$ cat src/rtl/assert_macros.svh
// Assertion helpers shared by the RTL files.
`ifndef ASSERT_MACROS_SVH
`define ASSERT_MACROS_SVH
`ifndef SYNTH
// Implication checked at every rising edge outside reset.
`define ASSERT_IMPL(label, clk, rst_n, ante, cons) \
  label: assert property (@(posedge clk) disable iff (!rst_n) (ante) |-> (cons)) \
    else $error("assertion failed");
// Plain condition checked at every rising edge outside reset.
`define ASSERT_ALWAYS(label, clk, rst_n, cond) \
  label: assert property (@(posedge clk) disable iff (!rst_n) (cond)) \
    else $error("assertion failed");
`else
`define ASSERT_IMPL(label, clk, rst_n, ante, cons)
`define ASSERT_ALWAYS(label, clk, rst_n, cond)
`endif
`endif

$ cat src/rtl/fwsc_pkg.sv
`default_nettype none
package fwsc_pkg;

  localparam int DIST_W  = 12;
  localparam int SPEED_W = 12;
  localparam int MEM_W   = 16;              // Q1.15 membership, 32768 = 1.0
  localparam int DEN_W   = 17;              // weight sums
  localparam int NUM_W   = DEN_W + SPEED_W; // weighted level sums
  localparam int CFG_IDX_W = 2;

  localparam logic [MEM_W-1:0] Q_ONE = MEM_W'(32768);

  // Both trapezoids of both readings have edges 150 units wide.
  // MAGIC is ceil(32768 * 2^20 / 150); the error is below one part in 75.
  localparam logic [27:0] MAGIC = 28'd229064923;

  localparam logic [DIST_W-1:0] SIDE_A  = DIST_W'(500);
  localparam logic [DIST_W-1:0] SIDE_B  = DIST_W'(650);
  localparam logic [DIST_W-1:0] SIDE_C  = DIST_W'(750);
  localparam logic [DIST_W-1:0] SIDE_E  = DIST_W'(900);
  localparam logic [DIST_W-1:0] AHEAD_A = DIST_W'(600);
  localparam logic [DIST_W-1:0] AHEAD_B = DIST_W'(750);
  localparam logic [DIST_W-1:0] AHEAD_C = DIST_W'(850);
  localparam logic [DIST_W-1:0] AHEAD_E = DIST_W'(1000);

  typedef enum logic [CFG_IDX_W-1:0] {
    CFG_SLOW   = 2'd0,
    CFG_MEDIUM = 2'd1,
    CFG_FAST   = 2'd2
  } cfg_idx_t;

  typedef logic [1:0] lvl_sel_t;
  localparam lvl_sel_t LV_SLOW = 2'd0;
  localparam lvl_sel_t LV_MED  = 2'd1;
  localparam lvl_sel_t LV_FAST = 2'd2;

  // Consequent level per rule, indexed [side term][ahead term].
  localparam lvl_sel_t LEFT_RULE [3][3] = '{
    '{LV_SLOW, LV_MED, LV_FAST},
    '{LV_SLOW, LV_MED, LV_FAST},
    '{LV_SLOW, LV_MED, LV_FAST}};
  localparam lvl_sel_t RIGHT_RULE [3][3] = '{
    '{LV_FAST, LV_FAST, LV_SLOW},
    '{LV_MED,  LV_MED,  LV_MED},
    '{LV_FAST, LV_SLOW, LV_SLOW}};

  typedef logic [2:0][MEM_W-1:0]   mem3_t;
  typedef logic [2:0][SPEED_W-1:0] levels_t;

  typedef struct packed {
    logic [DIST_W-1:0] side_distance;
    logic [DIST_W-1:0] ahead_distance;
  } in_word_t;

  typedef struct packed {
    logic [SPEED_W-1:0] left_wheel_speed;
    logic [SPEED_W-1:0] right_wheel_speed;
  } out_word_t;

  // floor(x * 32768 / 150) for 0 <= x < 150.
  function automatic logic [MEM_W-1:0] edge_frac(input logic [7:0] x);
    logic [35:0] prod;
    prod = {28'd0, x} * {8'd0, MAGIC};
    return prod[35:20];
  endfunction

  // Low, medium and high memberships of one reading.
  function automatic mem3_t fuzzify(input logic [DIST_W-1:0] d,
                                    input logic [DIST_W-1:0] a,
                                    input logic [DIST_W-1:0] b,
                                    input logic [DIST_W-1:0] c,
                                    input logic [DIST_W-1:0] e);
    mem3_t m;
    if (d <= a) m[0] = Q_ONE;
    else if (d >= b) m[0] = '0;
    else m[0] = edge_frac(8'(b - d));

    if (d <= a || d >= e) m[1] = '0;
    else if (d >= b && d <= c) m[1] = Q_ONE;
    else if (d < b) m[1] = edge_frac(8'(d - a));
    else m[1] = edge_frac(8'(e - d));

    if (d >= e) m[2] = Q_ONE;
    else if (d <= c) m[2] = '0;
    else m[2] = edge_frac(8'(d - c));
    return m;
  endfunction

endpackage
`default_nettype wire

$ cat src/rtl/fwsc_div.sv
`default_nettype none
`include "assert_macros.svh"
module fwsc_div import fwsc_pkg::*; (
  input  wire logic             clk,
  input  wire logic             rst_n,
  input  wire logic             in_v,
  input  wire logic [NUM_W-1:0] num_l,
  input  wire logic [NUM_W-1:0] num_r,
  input  wire logic [DEN_W-1:0] den,
  output logic                  out_v,
  output out_word_t             out_word
);

  // One quotient bit per stage, most significant first.
  logic               v_r     [SPEED_W];
  logic [NUM_W-1:0]   rl_r    [SPEED_W];
  logic [NUM_W-1:0]   rr_r    [SPEED_W];
  logic [DEN_W-1:0]   d_r     [SPEED_W];
  logic [SPEED_W-1:0] ql_r    [SPEED_W];
  logic [SPEED_W-1:0] qr_r    [SPEED_W];
  logic [NUM_W-1:0]   rl_nxt  [SPEED_W];
  logic [NUM_W-1:0]   rr_nxt  [SPEED_W];
  logic [DEN_W-1:0]   d_nxt   [SPEED_W];
  logic [SPEED_W-1:0] ql_nxt  [SPEED_W];
  logic [SPEED_W-1:0] qr_nxt  [SPEED_W];
  logic               v_nxt   [SPEED_W];

  // Restoring division step of each stage.
  always_comb begin
    logic [NUM_W-1:0]   al, ar, trial;
    logic [DEN_W-1:0]   dd;
    logic [SPEED_W-1:0] pl, pr;
    logic               vv;
    for (int k = 0; k < SPEED_W; k++) begin
      if (k == 0) begin
        al = num_l; ar = num_r; dd = den; pl = '0; pr = '0; vv = in_v;
      end else begin
        al = rl_r[k-1]; ar = rr_r[k-1]; dd = d_r[k-1];
        pl = ql_r[k-1]; pr = qr_r[k-1]; vv = v_r[k-1];
      end
      trial = NUM_W'(dd) << (SPEED_W - 1 - k);
      if (al >= trial) begin
        al = al - trial;
        pl[SPEED_W-1-k] = 1'b1;
      end
      if (ar >= trial) begin
        ar = ar - trial;
        pr[SPEED_W-1-k] = 1'b1;
      end
      rl_nxt[k] = al;
      rr_nxt[k] = ar;
      d_nxt[k]  = dd;
      ql_nxt[k] = pl;
      qr_nxt[k] = pr;
      v_nxt[k]  = vv;
    end
  end

  // Valid bits travel with each stage.
  always_ff @(posedge clk) begin
    if (!rst_n) begin
      for (int k = 0; k < SPEED_W; k++) v_r[k] <= 1'b0;
    end else begin
      v_r <= v_nxt;
    end
  end

  always_ff @(posedge clk) begin
    rl_r <= rl_nxt;
    rr_r <= rr_nxt;
    d_r  <= d_nxt;
    ql_r <= ql_nxt;
    qr_r <= qr_nxt;
  end

  // A zero weight sum gives zero speeds.
  logic den_zero;
  assign den_zero = (d_r[SPEED_W-1] == '0);
  assign out_v = v_r[SPEED_W-1];
  assign out_word.left_wheel_speed  = den_zero ? '0 : ql_r[SPEED_W-1];
  assign out_word.right_wheel_speed = den_zero ? '0 : qr_r[SPEED_W-1];

  // The remainders left after the last step are below the divisor.
  `ASSERT_IMPL(a_rem_l, clk, rst_n, out_v && !den_zero, rl_r[SPEED_W-1] < NUM_W'(d_r[SPEED_W-1]))
  `ASSERT_IMPL(a_rem_r, clk, rst_n, out_v && !den_zero, rr_r[SPEED_W-1] < NUM_W'(d_r[SPEED_W-1]))

endmodule
`default_nettype wire

$ cat config.mk
export PLATFORM = sky130hd
export DESIGN_NAME = fwsc_div
export DESIGN_NICKNAME = d
export VERILOG_FILES = /design/src/rtl/fwsc_pkg.sv /design/src/rtl/fwsc_div.sv
export VERILOG_INCLUDE_DIRS = /design/src /design/src/rtl
export SDC_FILE = /design/constraint.sdc
export NUM_CORES = 2
export LEC_CHECK = 0
export ABC_CLOCK_PERIOD_IN_PS = 3780
export BUFFER_PORTS_ARGS = -buffer_cell sky130_fd_sc_hd__buf_2
export CORE_MARGIN = 2
export CORE_UTILIZATION = 35
export DETAILED_ROUTE_END_ITERATION = 8
export GPL_ROUTABILITY_DRIVEN = 0
export SYNTH_ARGS = -nofsm -noshare
export SYNTH_HDL_FRONTEND = slang
export SYNTH_SLANG_ARGS = --single-unit
$ cat constraint.sdc
create_clock -name clk -period 3.78 [get_ports clk]
set_input_delay 0.567 -clock clk [delete_from_list [all_inputs] [get_ports clk]]
set_output_delay 0.567 -clock clk [all_outputs]
set_load 0.02 [all_outputs]
==> results.json <==
{
  "outcome": "finished, final reports clean",
  "crit_type": "register to register",
  "r2r_setup_slack_ps": 240,
  "dp_hpwl_um": 94500,
  "start_util_pct": 35.3,
  "cts_root_buffer": "clkbuf_16",
  "fp.dieH_um": 368,
  "synth-edff-count": 0,
  "via_per_inst": 4.96,
  "worstPathMaxFanout": 23,
  "antenna_found_initial": 0,
  "num_io_pins": 103,
  "die_w_um": 368,
  "pwr-share-clk_pct": 22.6,
  "wl_um": 117000,
  "power_frac_seq_pct": 35.2,
  "grt_setup_unrepaired": "false",
  "syn_area_um2": 46400,
  "final.period_utilization_pct": 93.6,
  "synth_nets": 5464,
  "cts_sinks": 1010,
  "setup_violations": 0,
  "finalMaxSlewViolations": 0,
  "crit_required_ps": 4350,
  "rows": 133,
  "worst_pin_slew_ps": 898,
  "clk_pin_slew_ps": 60,
  "fin_crit_ps": 3540,
  "grt_max_degree": 34,
  "total_power_mw": 46.5,
  "critPathCaptureType": "register",
  "skew_ps": 27.7,
  "grt_overflow": 0,
  "power.switching_mw": 17.2,
  "power_frac_comb_pct": 42.2,
  "swShare_pct": 36.9,
  "max_freq_mhz": 283,
  "slew-limit-headroom_pct": 40.2,
  "cts_tree": "yes",
  "yosys_warnings": 0,
  "routedWlPerCell_um": 16.8,
  "ir_drop_v": 0.000391,
  "first_pass_iters": 8,
  "synth_cell_types": 85,
  "num_vias": 34700,
  "p_leak_nw": 23.1,
  "grt.total_usage_pct": 17.0,
  "setup_tns_ps": 0,
  "clk_latency_ps": 710,
  "synth_area_per_cell_um2": 9.37,
  "core-area_um2": 132000,
  "port_buffers": 102,
  "place_inst": 6766,
  "synth_top_area_share_pct": 43.6,
  "cts_buffer_depth": 3,
  "synthArstFlopShare_pct": 0,
  "fin_nets": 5661,
  "numCtsBuffers": 102,
  "synthTopCellsByArea": "dfxtp_1 (44%), ha_1 (11%), a21oi_1 (4.5%)",
  "cellPowerDensity_nw_per_um2": 875,
  "maxCapViolations": 0,
  "grt_pass1_wl_um": 184000,
  "finalHoldViolCount": 0,
  "yosysSeqAreaShare_pct": 43.6,
  "ant_nets": 0,
  "yosysTopAreaCell": "dfxtp_1",
  "postSynthCellCount": 4956,
  "layout.cells.non_filler": 6994,
  "hp-class": "input pin to register",
  "cts_htree_levels": 3,
  "synth_seq_cells": 1010,
  "first_global_vias": 34100,
  "drive_gt1_share_pct": 8.34,
  "worstPathArrival_ps": 4110,
  "drc": 0,
  "synth_top_flop_cell": "dfxtp_1",
  "intPower_mw": 29.3,
  "startpoint_type": "register",
  "drt_iter0_drc": 2023,
  "area_growth_pct": 14.4,
  "dieArea_um2": 136000
}
==> worst max-delay path: stages (launching register included) <==
cell and delay (ps):
dfxtp_1 500, inv_1 150, ha_1 310, nor2b_1 130
o21a_1 170, o21ai_0 190, a21oi_1 210, a21boi_2 330
o21ai_0 370, a31oi_4 490, buf_4 320, nand2_1 90
o31ai_1 110
==> metal layers <==
layer  global-route usage, %  part of all wire, %  vias up  routed length (um)
met5                       0                    0        -                   0
met4                    9.29                  5.7        0                6690
met3                    2.27                  3.3      269                3840
met2                    30.4                   49      779               57700
met1                    19.4                   42    15800               49300
li1                        -                    -    17800                   -
==> cell usage in the layout (no fill, tap or decap), types with 19 or more instances in the layout <==
cell              n
mux2_1           20
nand4b_1         19
or3_1            36
a211oi_1         23
and2_1           28
nor4b_1          19
nor2b_1          91
or4_1            22
dfxtp_1        1010
dlygate4sd3_1    38
a21oi_1         412
nor4_1           57
nor3_1          117
nand4_1          51
inv_1           342
buf_4            35
ha_1            408
o21bai_1         35
o21ai_1          20
o31ai_1          23
buf_2           102
clkbuf_16       105
mux2_2           74
nand2b_1         61
nand3_1          95
and3_1           35
a31oi_1          35
o211ai_1         25
nor2_1          385
xnor2_1         236
o21a_1           54
a21o_1          133
fa_1             22
o21ai_0         264
or2_2            19
nand2_1         297
xor2_1          182
==> Yosys cell counts, types with 11 or more instances <==
cell type,n
or4_1,22
nand4_1,51
a2111oi_0,15
dfxtp_1,1010
and2_1,28
fa_1,22
a21boi_0,16
mux2_2,74
o21bai_1,35
nor2_1,387
mux2_1,20
xnor2_1,236
inv_1,342
nand2b_1,61
nor3_1,117
o21a_1,54
a31oi_1,36
nand4b_1,19
ha_1,408
o21ai_0,265
xor2_1,182
or2_2,19
and4_1,11
a21oi_1,413
nor2b_1,91
o31a_1,18
clkbuf_1,70
nand2_1,297
o31ai_1,23
and3_1,35
a211oi_1,24
nand3_1,95
nor4b_1,19
a21o_1,133
or3_1,36
o211ai_1,25
nor4_1,58
o21ai_1,22
==> power groups by stage <==
stage / clock [mW] / combinational, mW / sequential [mW]
6_report: 10.5 / 19.6 / 16.4
3_5_place_dp: 0 / 19.3 / 16.5
2_1_floorplan: 0 / 15.5 / 15.6
3_3_place_gp: 0 / 19.1 / 16.5
4_1_cts: 10.8 / 19.5 / 16.3
5_1_grt: 11.2 / 22.0 / 16.7
==> flip-flops by register name, summed over array words and instances (netlist names) <==
register  count
d_r          17
rl_r        319
v_nxt        11
out_v         1
ql_r         12
ql_nxt       66
rr_r        319
d_nxt       187
qr_r         12
qr_nxt       66
==> path summary, 6_finish.rpt <==
| kind | end | startpoint | cells past startpoint |
|---|---|---|---|
| max | rl_r[306] | d_nxt[171] | 12 |
| min | d_nxt[171] | den[1] | 1 |
| max reg2reg | rl_r[306] | d_nxt[171] | 12 |
| min reg2reg | qr_nxt[107] | qr_nxt[119] | 0 |
==> repair_timing <==
item,4_1_cts,5_1_grt
setup buffers,0,0
setup endpoints to repair,0,12
endpoints found under the hold margin,38,0
gates resized for setup,0,2
hold buffers,38,0
==> logic make-up (layout without fill, tap and decap cells) <==
logic type	Yosys count	count (layout)	synth area share [%]
and+or+nand+nor	1380	1380	14.8
xor gates and xnor gates	418	418	7.89
AOI/OAI and AO/OA	1185	1185	15.8
muxes	101	101	2.43
buffers and inverters	432	713	3.54
adders and majority gates	430	430	11.9
DFF	1010	1010	43.6
other	0	2	0
==> layout make-up <==
class,instances,area (um2)
diodes,2,5.00
clock buffers,131,2840
clock inverters,57,703
fillers,12900,78500
inverters,345,1290
multi-input cells,3514,24600
flip-flops and latches,1010,20200
well taps,1755,2200
repair buffers,180,1250
==> metrics by stage <==
step                      hold WS [ps]  area (um2)  worst slack (ps)  utilization [%]
after CTS                         14.1       53100              4.51             40.3
after floorplan                    310       46400               742                -
final                             77.4       53100               243             40.3
after global routing              45.3       53100              19.8             40.3
after global placement             310       49200              17.8             37.4
after detailed placement           312       49200              17.4             37.4
Power figures use the tool's default switching activity.
