`src/rtl/assert_macros.svh`:
```
// Assertion helpers shared by the RTL files.
`ifndef ASSERT_MACROS_SVH
`define ASSERT_MACROS_SVH
`ifndef SYNTH
// Implication checked at every rising edge outside reset.
`define ASSERT_IMPL(label, clk, rst_n, ante, cons) \
  label: assert property (@(posedge clk) disable iff (!rst_n) (ante) |-> (cons)) \
    else $error("assertion failed");
// Plain condition checked at every rising edge outside reset.
`define ASSERT_ALWAYS(label, clk, rst_n, cond) \
  label: assert property (@(posedge clk) disable iff (!rst_n) (cond)) \
    else $error("assertion failed");
`else
`define ASSERT_IMPL(label, clk, rst_n, ante, cons)
`define ASSERT_ALWAYS(label, clk, rst_n, cond)
`endif
`endif

```
`src/rtl/fwsc_pkg.sv`:
```
`default_nettype none
package fwsc_pkg;

  localparam int DIST_W  = 12;
  localparam int SPEED_W = 12;
  localparam int MEM_W   = 16;              // Q1.15 membership, 32768 = 1.0
  localparam int DEN_W   = 17;              // weight sums
  localparam int NUM_W   = DEN_W + SPEED_W; // weighted level sums
  localparam int CFG_IDX_W = 2;

  localparam logic [MEM_W-1:0] Q_ONE = MEM_W'(32768);

  // Both trapezoids of both readings have edges 150 units wide.
  // MAGIC is ceil(32768 * 2^20 / 150); the error is below one part in 75.
  localparam logic [27:0] MAGIC = 28'd229064923;

  localparam logic [DIST_W-1:0] SIDE_A  = DIST_W'(500);
  localparam logic [DIST_W-1:0] SIDE_B  = DIST_W'(650);
  localparam logic [DIST_W-1:0] SIDE_C  = DIST_W'(750);
  localparam logic [DIST_W-1:0] SIDE_E  = DIST_W'(900);
  localparam logic [DIST_W-1:0] AHEAD_A = DIST_W'(600);
  localparam logic [DIST_W-1:0] AHEAD_B = DIST_W'(750);
  localparam logic [DIST_W-1:0] AHEAD_C = DIST_W'(850);
  localparam logic [DIST_W-1:0] AHEAD_E = DIST_W'(1000);

  typedef enum logic [CFG_IDX_W-1:0] {
    CFG_SLOW   = 2'd0,
    CFG_MEDIUM = 2'd1,
    CFG_FAST   = 2'd2
  } cfg_idx_t;

  typedef logic [1:0] lvl_sel_t;
  localparam lvl_sel_t LV_SLOW = 2'd0;
  localparam lvl_sel_t LV_MED  = 2'd1;
  localparam lvl_sel_t LV_FAST = 2'd2;

  // Consequent level per rule, indexed [side term][ahead term].
  localparam lvl_sel_t LEFT_RULE [3][3] = '{
    '{LV_SLOW, LV_MED, LV_FAST},
    '{LV_SLOW, LV_MED, LV_FAST},
    '{LV_SLOW, LV_MED, LV_FAST}};
  localparam lvl_sel_t RIGHT_RULE [3][3] = '{
    '{LV_FAST, LV_FAST, LV_SLOW},
    '{LV_MED,  LV_MED,  LV_MED},
    '{LV_FAST, LV_SLOW, LV_SLOW}};

  typedef logic [2:0][MEM_W-1:0]   mem3_t;
  typedef logic [2:0][SPEED_W-1:0] levels_t;

  typedef struct packed {
    logic [DIST_W-1:0] side_distance;
    logic [DIST_W-1:0] ahead_distance;
  } in_word_t;

  typedef struct packed {
    logic [SPEED_W-1:0] left_wheel_speed;
    logic [SPEED_W-1:0] right_wheel_speed;
  } out_word_t;

  // floor(x * 32768 / 150) for 0 <= x < 150.
  function automatic logic [MEM_W-1:0] edge_frac(input logic [7:0] x);
    logic [35:0] prod;
    prod = {28'd0, x} * {8'd0, MAGIC};
    return prod[35:20];
  endfunction

  // Low, medium and high memberships of one reading.
  function automatic mem3_t fuzzify(input logic [DIST_W-1:0] d,
                                    input logic [DIST_W-1:0] a,
                                    input logic [DIST_W-1:0] b,
                                    input logic [DIST_W-1:0] c,
                                    input logic [DIST_W-1:0] e);
    mem3_t m;
    if (d <= a) m[0] = Q_ONE;
    else if (d >= b) m[0] = '0;
    else m[0] = edge_frac(8'(b - d));

    if (d <= a || d >= e) m[1] = '0;
    else if (d >= b && d <= c) m[1] = Q_ONE;
    else if (d < b) m[1] = edge_frac(8'(d - a));
    else m[1] = edge_frac(8'(e - d));

    if (d >= e) m[2] = Q_ONE;
    else if (d <= c) m[2] = '0;
    else m[2] = edge_frac(8'(d - c));
    return m;
  endfunction

endpackage
`default_nettype wire

```
`src/rtl/fwsc_fuzz.sv`:
```
`default_nettype none
module fwsc_fuzz import fwsc_pkg::*; (
  input  wire logic     clk,
  input  wire logic     rst_n,
  input  wire logic     in_v,
  input  wire in_word_t in_word,
  output logic          v_r,
  output mem3_t         ms_r,
  output mem3_t         mf_r
);

  // Valid bit of the membership stage.
  always_ff @(posedge clk) begin
    if (!rst_n) begin
      v_r <= 1'b0;
    end else begin
      v_r <= in_v;
    end
  end

  // Memberships of both readings.
  always_ff @(posedge clk) begin
    ms_r <= fuzzify(in_word.side_distance, SIDE_A, SIDE_B, SIDE_C, SIDE_E);
    mf_r <= fuzzify(in_word.ahead_distance, AHEAD_A, AHEAD_B, AHEAD_C, AHEAD_E);
  end

endmodule
`default_nettype wire

```
`config.mk`:
```
export PLATFORM = sky130hd
export DESIGN_NAME = fwsc_fuzz
export DESIGN_NICKNAME = d
export VERILOG_FILES = /design/src/rtl/assert_macros.svh /design/src/rtl/fwsc_pkg.sv /design/src/rtl/fwsc_fuzz.sv
export SDC_FILE = /design/constraint.sdc
export NUM_CORES = 1
export LEC_CHECK = 0
export BUFFER_PORTS_ARGS = -buffer_cell sky130_fd_sc_hd__buf_2
export CAP_MARGIN = 20
export CORE_MARGIN = 2
export CORE_UTILIZATION = 39
export DETAILED_ROUTE_END_ITERATION = 7
export GPL_TIMING_DRIVEN = 0
export PLACE_DENSITY = 0.66
export RECOVER_POWER = 50
export SYNTH_ARGS = -nofsm -noshare
export SYNTH_HDL_FRONTEND = slang
export SYNTH_SLANG_ARGS = --single-unit
```
`constraint.sdc`:
```
create_clock -name clk -period 7.6 [get_ports clk]
set_input_delay 1.52 -clock clk [delete_from_list [all_inputs] [get_ports clk]]
set_output_delay 1.52 -clock clk [all_outputs]
set_load 0.05 [all_outputs]
```
==> results.sh, run 1 <==
export IMPL_worst_slack_ps=183
export IMPL_syn_area_sq_um=25700
export IMPL_fp_dieH_microns=261
export IMPL_post_place_ws_ps=-1790
export IMPL_drt_iter0_drc=890
export IMPL_final_cell_mix="inv_1, ha_1, fa_1, nor2_1, a21oi_1"
export IMPL_grt_util_met1_pct=26.4
export IMPL_drive_above_1_share_pct=6.98
export IMPL_wire_per_inst_microns=16.6
export IMPL_fin_crit_sh_pct=97.6
export IMPL_crit_path_start_kind="input pin"
export IMPL_coreArea_sq_um=65500
export IMPL_ant_nets=0
export IMPL_nNetsFinal=3980
export IMPL_synth_seq_area_share_pct=7.57
export IMPL_area_growth_pct=11.0
export IMPL_min_delay_start="in_v"
export IMPL_yosysWarnings=0
export IMPL_setup_viol=0
export IMPL_hold_viol_final=0
export IMPL_hpwlAfterDp_microns=54600
export IMPL_rsz0062_at_grt="true"
export IMPL_critPathArrivalTime_ps=7680
export IMPL_finalMaxSlewViolations=0
export IMPL_grt_max_degree=28
export IMPL_use_met2_pct=32.2
export IMPL_die_area_sq_um=67900
export IMPL_top_usage_layer="met2"
export IMPL_final_area_sq_um=28500
export IMPL_clkTransAtPathRegs_ps=90
export IMPL_grt_pass1_wl_microns=104000
export IMPL_cts_sinks=97
export IMPL_dieWidth_microns=261
export IMPL_cts_buffer_depth=2
export IMPL_cp_max_fo=10
export IMPL_async_flop_share_pct=0
export IMPL_cts_tree="yes"
export IMPL_dr_total_vias=19500
export IMPL_cts_buffers=9
export IMPL_fin_crit_ps=7420
export IMPL_end_kind="register"
export IMPL_cap_violations=0
export IMPL_met3_usage_pct=2.16
export IMPL_mostFrequentLayoutCell="inv_1"
export IMPL_clockRootBuffer="clkbuf_16"
export IMPL_worstHoldPathType="input pin to register"
export IMPL_drc=0
export IMPL_startpoint="in_word[14]"
export IMPL_cts_max_level=3
export IMPL_firstDrtPassIters=5
export IMPL_gr_total_overflow=0
export IMPL_dpl_instance_area_sq_um=27300
export IMPL_routed_wl_microns=64100
export IMPL_synth_cells=2816
export IMPL_start_util_pct=39.2
export IMPL_synth_top_flop_cell="dfxtp_1"
export IMPL_crit_required_ps=7860
export IMPL_row_count=94
export IMPL_critPathKind="input pin to register"
export IMPL_hold_buffers=0
export IMPL_gr_usage_all_layers_pct=19.3
export IMPL_synth_edf_count=0
export IMPL_routabilityCongestion=0.931
export IMPL_viasPerCell=5.05
export IMPL_ios=124
export IMPL_antenna_found_initial=1
export IMPL_synth_cell_types=73
export IMPL_max_freq_mhz=135
export IMPL_port_buffers=120
export IMPL_max_slew_margin_pct=32.6
export IMPL_worstMarginPinSlew_ps=998
export IMPL_outcome="finished clean"
export IMPL_grt_pass1_vias=20000
export IMPL_syn_num_nets=3808
export IMPL_synth_seq_cells=97
export IMPL_avgSynthCellArea_sq_um=9.11
cell usage after synthesis (all sizes together), types with 10 or more instances:
library cell / n / area [sq um]
xor2: 65 / 569
o21bai: 15 / 113
nand3: 43 / 215
o211ai: 10 / 75.1
a31oi: 12 / 75.1
nor3: 57 / 285
o22ai: 19 / 119
dfxtp: 97 / 1940
nand4: 22 / 138
ha: 656 / 8210
a21o: 76 / 571
inv: 658 / 2470
a211oi: 20 / 155
or2: 13 / 81.3
o31ai: 10 / 80.1
nor2: 130 / 488
buf: 15 / 70.1
nand2b: 18 / 113
o21ai: 67 / 335
o21a: 21 / 158
nor2b: 17 / 106
and3: 14 / 92.6
clkbuf: 12 / 45.0
fa: 309 / 6190
nand2: 84 / 315
a21oi: 123 / 616
xnor2: 114 / 998
worst paths after layout:
path	end	slack, ps	cells past startpoint
worst max-delay path	ms_r[31]	180	25
worst min-delay path	v_r	1310	2
state kept, by name, indices dropped and copies added (netlist names):
name / cells
mf_r: 48
ms_r: 48
v_r: 1
cells by family after synthesis:
family          after synthesis  share of synthesized area [%]
compound gates              448                           11.7
mux                          10                          0.395
buf+inv                     685                           10.1
xor+xnor                    179                           6.11
flops                        97                           7.57
simple gates                432                           8.09
fa+ha+maj                   965                           56.1
metal layers:
metal,wire [microns],vias to the layer above
li1,-,9665
met2,29800,338
met5,0,-
met3,2420,71
met4,1580,0
met1,30200,9398
per-stage QoR:
stage | hold slack [ps] | instances | TNS (ps) | util [%]
6_report | 1310 | 3858 | 0 | 43.5
4_1_cts | 1290 | 3838 | -39.6 | 43.0
3_5_place_dp | 1730 | 3800 | -74160 | 41.7
2_1_floorplan | 1640 | 2816 | 0 | -
5_1_grt | 1310 | 3858 | -131 | 43.5
3_3_place_gp | 1720 | 3800 | -75650 | 41.7
critical path, stage by stage:
cell,delay (ps)
buf_2,200
buf_8,200
clkinvlp_4,180
ha_2,290
inv_1,170
nand3_2,140
xnor2_4,180
buf_4,160
buf_4,120
ha_1,330
fa_1,580
inv_1,80
fa_1,470
inv_1,50
fa_1,470
ha_1,290
and4_1,180
o2111a_1,220
o31a_1,290
a31oi_4,170
o211ai_1,340
nand3_2,190
a311oi_4,410
o2111ai_1,180
nor3b_2,250
layout make-up:
type	instances	area [sq um]
Sequential cell	97	1940
Inverter	658	2490
Buffer	26	160
Antenna cell	1	2.50
Timing Repair Buffer	162	835
Fill cell	6413	37000
Tap cell	864	1080
Clock inverter	6	114
Multi-Input combinational cell	2034	21600
Clock buffer	10	229
timing repair:
| action | CTS | global route |
|---|---|---|
| setup buffers | 22 | 20 |
| setup endpoints to repair | 72 | 45 |
| gates resized for setup | 63 | 73 |
| hold endpoints to repair | 0 | 0 |
| pin swaps | 8 | 20 |
Power of run 1 is not shown: default switching activity piles up to over one toggle a cycle in this logic, so the estimate is an artifact.
==> run 2, diff against run 1 <==
- CORE_ASPECT_RATIO: default -> 2
==> run 2 against run 1 <==
  * Die area grew 0.19%
  * Sequential share of layout area is essentially flat
  * Final cell count grew 0.44%
  * Maximum frequency grew 0.29%
  * First-iteration DRC count grew 14%
  * Critical path depth is the same
  * Via count grew 0.84%
  * Hold slack gained 170 ps
  * Setup slack gained 21 ps
  * Global-route usage grew 0.15 points
  * Utilization grew 0.061 points
  * Critical path type unchanged
  * Critical endpoint unchanged
==> results.sh, run 2 (synthesis results as in run 1) <==
export IMPL_outcome="finished clean"
export IMPL_cts_buffer_depth=2
export IMPL_dr_total_vias=19600
export IMPL_wire_per_inst_microns=16.7
export IMPL_cap_violations=0
export IMPL_hpwlAfterDp_microns=55400
export IMPL_hold_viol_final=0
export IMPL_fin_crit_ps=7400
export IMPL_routed_top_layer="met5"
export IMPL_fin_crit_sh_pct=97.3
export IMPL_post_place_ws_ps=-1660
export IMPL_drive_above_1_share_pct=6.95
export IMPL_grt_pass1_wl_microns=104000
export IMPL_critPathKind="input pin to register"
export IMPL_grt_max_degree=28
export IMPL_drc=0
export IMPL_worst_slack_ps=204
export IMPL_coreArea_sq_um=65400
export IMPL_crit_path_start_kind="input pin"
export IMPL_port_buffers=120
export IMPL_final_cell_mix="inv_1, ha_1, fa_1, nor2_1, a21oi_1"
export IMPL_crit_required_ps=7910
export IMPL_ios=124
export IMPL_worstHoldPathType="input pin to register"
export IMPL_worstMarginPinSlew_ps=1020
export IMPL_cp_max_fo=27
export IMPL_nNetsFinal=3979
export IMPL_largestRegisters="mf_r: 48 flops, ms_r: 48 flops, v_r: 1 flops"
export IMPL_drt_iter0_drc=1012
export IMPL_antenna_found_initial=6
export IMPL_routabilityCongestion=0.940
export IMPL_finalMaxSlewViolations=0
export IMPL_mostFrequentLayoutCell="inv_1"
export IMPL_routed_wl_microns=64900
export IMPL_clockRootBuffer="clkbuf_16"
export IMPL_clkTransAtPathRegs_ps=90
export IMPL_area_growth_pct=11.0
export IMPL_end_kind="register"
export IMPL_grt_pass1_vias=19800
export IMPL_cts_max_level=3
export IMPL_cts_buffers=9
export IMPL_cts_sinks=97
export IMPL_fillCellCount=6444
export IMPL_firstDrtPassIters=5
export IMPL_ant_nets=0
export IMPL_wl_met3_microns=3000
export IMPL_viasPerCell=5.07
export IMPL_max_slew_margin_pct=30.9
export IMPL_wl_met1_microns=29900
export IMPL_wl_met2_microns=30600
export IMPL_start_util_pct=39.2
export IMPL_fp_dieH_microns=367
export IMPL_critPathArrivalTime_ps=7700
export IMPL_die_area_sq_um=68000
export IMPL_dieWidth_microns=185
export IMPL_gr_usage_all_layers_pct=19.5
export IMPL_gr_total_overflow=0
export IMPL_cts_tree="yes"
export IMPL_max_freq_mhz=135
export IMPL_row_count=133
export IMPL_setup_viol=0
export IMPL_whs_ps=1480
run 2: worst paths after layout:
path | from | to | slack [ps] | cells past startpoint
setup / recovery | in_word[12] | ms_r[31] | 200 | 25
hold / removal | in_word[22] | ms_r[47] | 1480 | 3
run 2: area by class of cell:
type,instances,area [sq um],share of cell area [%]
Multi-Input combinational cell,2034,21700,76.0
Clock buffer,9,225,0.791
Timing Repair Buffer,163,842,2.96
Sequential cell,97,1940,6.82
Tap cell,877,1100,3.85
Buffer,24,141,0.496
Antenna cell,6,15.0,0.0527
Clock inverter,7,72.6,0.255
Inverter,658,2490,8.75
run 2: critical path, stage by stage:
cell and delay, ps:
buf_12 210, buf_4 240, clkinvlp_4 180, ha_2 270, a21oi_4 220, nor3_2 100, xnor2_2 210, buf_4 180
ha_4 280, inv_1 80, fa_1 530, fa_1 550, inv_1 60, fa_1 400, ha_1 300, a21oi_1 140
o21ai_0 190, and3_1 280, o31ai_4 310, a211oi_2 140, o31ai_2 340, a2bb2oi_1 260, o21a_1 180, o311ai_1 150
nor3b_2 360
run 2: metrics by stage:
stage / instance area (sq um) / TNS (ps) / std cells / utilization, %
3_5_place_dp: 27400 / -66220 / 3813 / 41.8
3_3_place_gp: 27400 / -58500 / 3813 / 41.8
2_1_floorplan: 25700 / 0 / 2816 / -
5_1_grt: 28500 / -295 / 3869 / 43.5
4_1_cts: 28000 / -22.1 / 3850 / 42.9
6_report: 28500 / 0 / 3875 / 43.6
run 2: layer usage:
| metal | track usage, % | up-vias |
|---|---|---|
| met1 | 26.6 | 9508 |
| met3 | 2.40 | 72 |
| li1 | - | 9646 |
| met4 | 5.39 | 2 |
| met5 | 0 | - |
| met2 | 32.1 | 408 |
run 2: repair_timing:
| item | CTS | global route |
|---|---|---|
| hold buffers | 0 | 0 |
| hold endpoints to repair | 0 | 0 |
| gates resized for setup | 48 | 85 |
| setup buffers | 21 | 22 |
| setup endpoints to repair | 71 | 45 |
| pin swaps | 9 | 12 |
Power of run 2 is left out for the same reason.
==> run 3, diff against run 2 <==
- PLACE_DENSITY: 0.66 -> 0.68
- SLEW_MARGIN: default -> 20
- clock period: 7.6 -> 6.2 ns (I/O delays scaled with it)
==> run 3 against run 2 <==
  * Final cell count up 4.5%
  * Routed wire length up 16%
  * Die area unchanged
  * Sequential cell count unchanged
  * Critical endpoint is now mf_r[28]
  * First-iteration DRC count up 23%
  * The run now ends with setup timing left
==> results.sh, run 3 (synthesis results as in run 1) <==
export IMPL_outcome="finished with violations"
export IMPL_failed_checks="setup timing"
export IMPL_crit_required_ps=6460
export IMPL_cts_max_level=3
export IMPL_antenna_found_initial=2
export IMPL_drt_iter0_drc=1243
export IMPL_ant_nets=0
export IMPL_dieWidth_microns=185
export IMPL_grt_max_degree=20
export IMPL_routabilityCongestion=0.925
export IMPL_finalMaxSlewViolations=0
export IMPL_max_slew_margin_pct=30.2
export IMPL_cap_violations=0
export IMPL_cp_max_fo=5
export IMPL_clkTransAtPathRegs_ps=70
export IMPL_final_cell_mix="inv_1, ha_1, fa_1, buf_4, nor2_1"
export IMPL_grt_pass1_wl_microns=115000
export IMPL_mostFrequentLayoutCell="inv_1"
export IMPL_max_freq_mhz=155
export IMPL_fp_dieH_microns=367
export IMPL_largestRegisters="mf_r: 48 flops, ms_r: 48 flops, v_r: 1 flops"
export IMPL_worstHoldPathType="input pin to register"
export IMPL_startpoint="in_word[1]"
export IMPL_fillCellCount=5647
export IMPL_port_buffers=120
export IMPL_cts_tree="yes"
export IMPL_viasPerCell=5.25
export IMPL_coreArea_sq_um=65400
export IMPL_fin_crit_sh_pct=104
export IMPL_utilization_pct=50.3
export IMPL_ios=124
export IMPL_nNetsFinal=4159
export IMPL_rsz0062_at_grt="true"
export IMPL_dr_total_vias=21300
export IMPL_drc=0
export IMPL_cts_sinks=97
export IMPL_cts_buffers=9
export IMPL_area_growth_pct=28.2
export IMPL_critPathArrivalTime_ps=6720
export IMPL_firstDrtPassIters=5
export IMPL_gr_usage_all_layers_pct=21.4
export IMPL_cts_buffer_depth=2
export IMPL_hpwlAfterDp_microns=55700
export IMPL_setup_viol=26
export IMPL_worstMarginPinSlew_ps=1040
export IMPL_end_kind="register"
export IMPL_post_place_ws_ps=-2350
export IMPL_min_delay_start="in_v"
export IMPL_fin_setup_tns_ps=-3100
export IMPL_critPathKind="input pin to register"
export IMPL_start_util_pct=39.2
export IMPL_drive_above_1_share_pct=22.7
export IMPL_crit_path_start_kind="input pin"
export IMPL_gr_total_overflow=0
export IMPL_fin_crit_ps=6460
export IMPL_worst_slack_ps=-262
export IMPL_die_area_sq_um=68000
export IMPL_routed_wl_microns=75200
export IMPL_row_count=133
export IMPL_wire_per_inst_microns=18.6
export IMPL_clockRootBuffer="clkbuf_16"
export IMPL_grt_pass1_vias=22000
export IMPL_hold_viol_final=0
-- run 3: timing repair --
item / CTS / global route
hold buffers: 0 / 0
pin swaps: 113 / 177
endpoints found under the hold margin: 0 / 0
resized for setup: 254 / 287
gates cloned: 2 / 0
setup endpoints to repair: 91 / 70
buffers inserted: 116 / 104
-- run 3: metal layers --
metal	vias up	global-route usage, %	share of wire, %
li1	9999	-	-
met1	10400	27.8	42
met2	663	35.7	49
met3	182	2.83	5.2
met4	0	8.10	4.4
met5	-	0	0
-- run 3: final timing paths --
| path | to | slack (ps) | depth (start not counted) |
|---|---|---|---|
| worst max-delay path | mf_r[28] | -260 | 26 |
| worst min-delay path | v_r | 1060 | 2 |
-- run 3: worst max-delay path, stage by stage --
cell and delay, ps:
buf_12 90, buf_8 100, clkinvlp_4 180, ha_4 220, nor2b_4 140, buf_4 150, a21oi_4 220, xnor2_2 190
ha_4 200, inv_1 80, fa_1 510, fa_1 520, inv_2 40, fa_2 360, ha_4 240, a211o_1 330
a21oi_4 160, nand3b_1 160, a221oi_4 310, buf_6 170, o31ai_4 70, and2_4 170, a211o_1 290, a21oi_2 200
xor2_2 270, o22ai_1 120
-- run 3: per-stage QoR --
step	hold WS, ps	instances	area, sq um
after floorplan	1360	2816	26300
after global placement	1450	3813	28000
after detailed placement	1450	3813	28000
after CTS	1040	3946	30700
after global routing	1070	4051	32900
final	1060	4051	32900
-- run 3: layout make-up --
type / instances / area (sq um) / area share, %
Antenna cell: 2 / 5.00 / 0.0152
Multi-Input combinational cell: 2034 / 24200 / 73.4
Timing Repair Buffer: 341 / 2510 / 7.64
Tap cell: 877 / 1100 / 3.34
Buffer: 26 / 307 / 0.932
Clock buffer: 9 / 225 / 0.685
Sequential cell: 97 / 1940 / 5.90
Inverter: 658 / 2570 / 7.82
Clock inverter: 7 / 76.3 / 0.232
Power of run 3 is left out for the same reason.
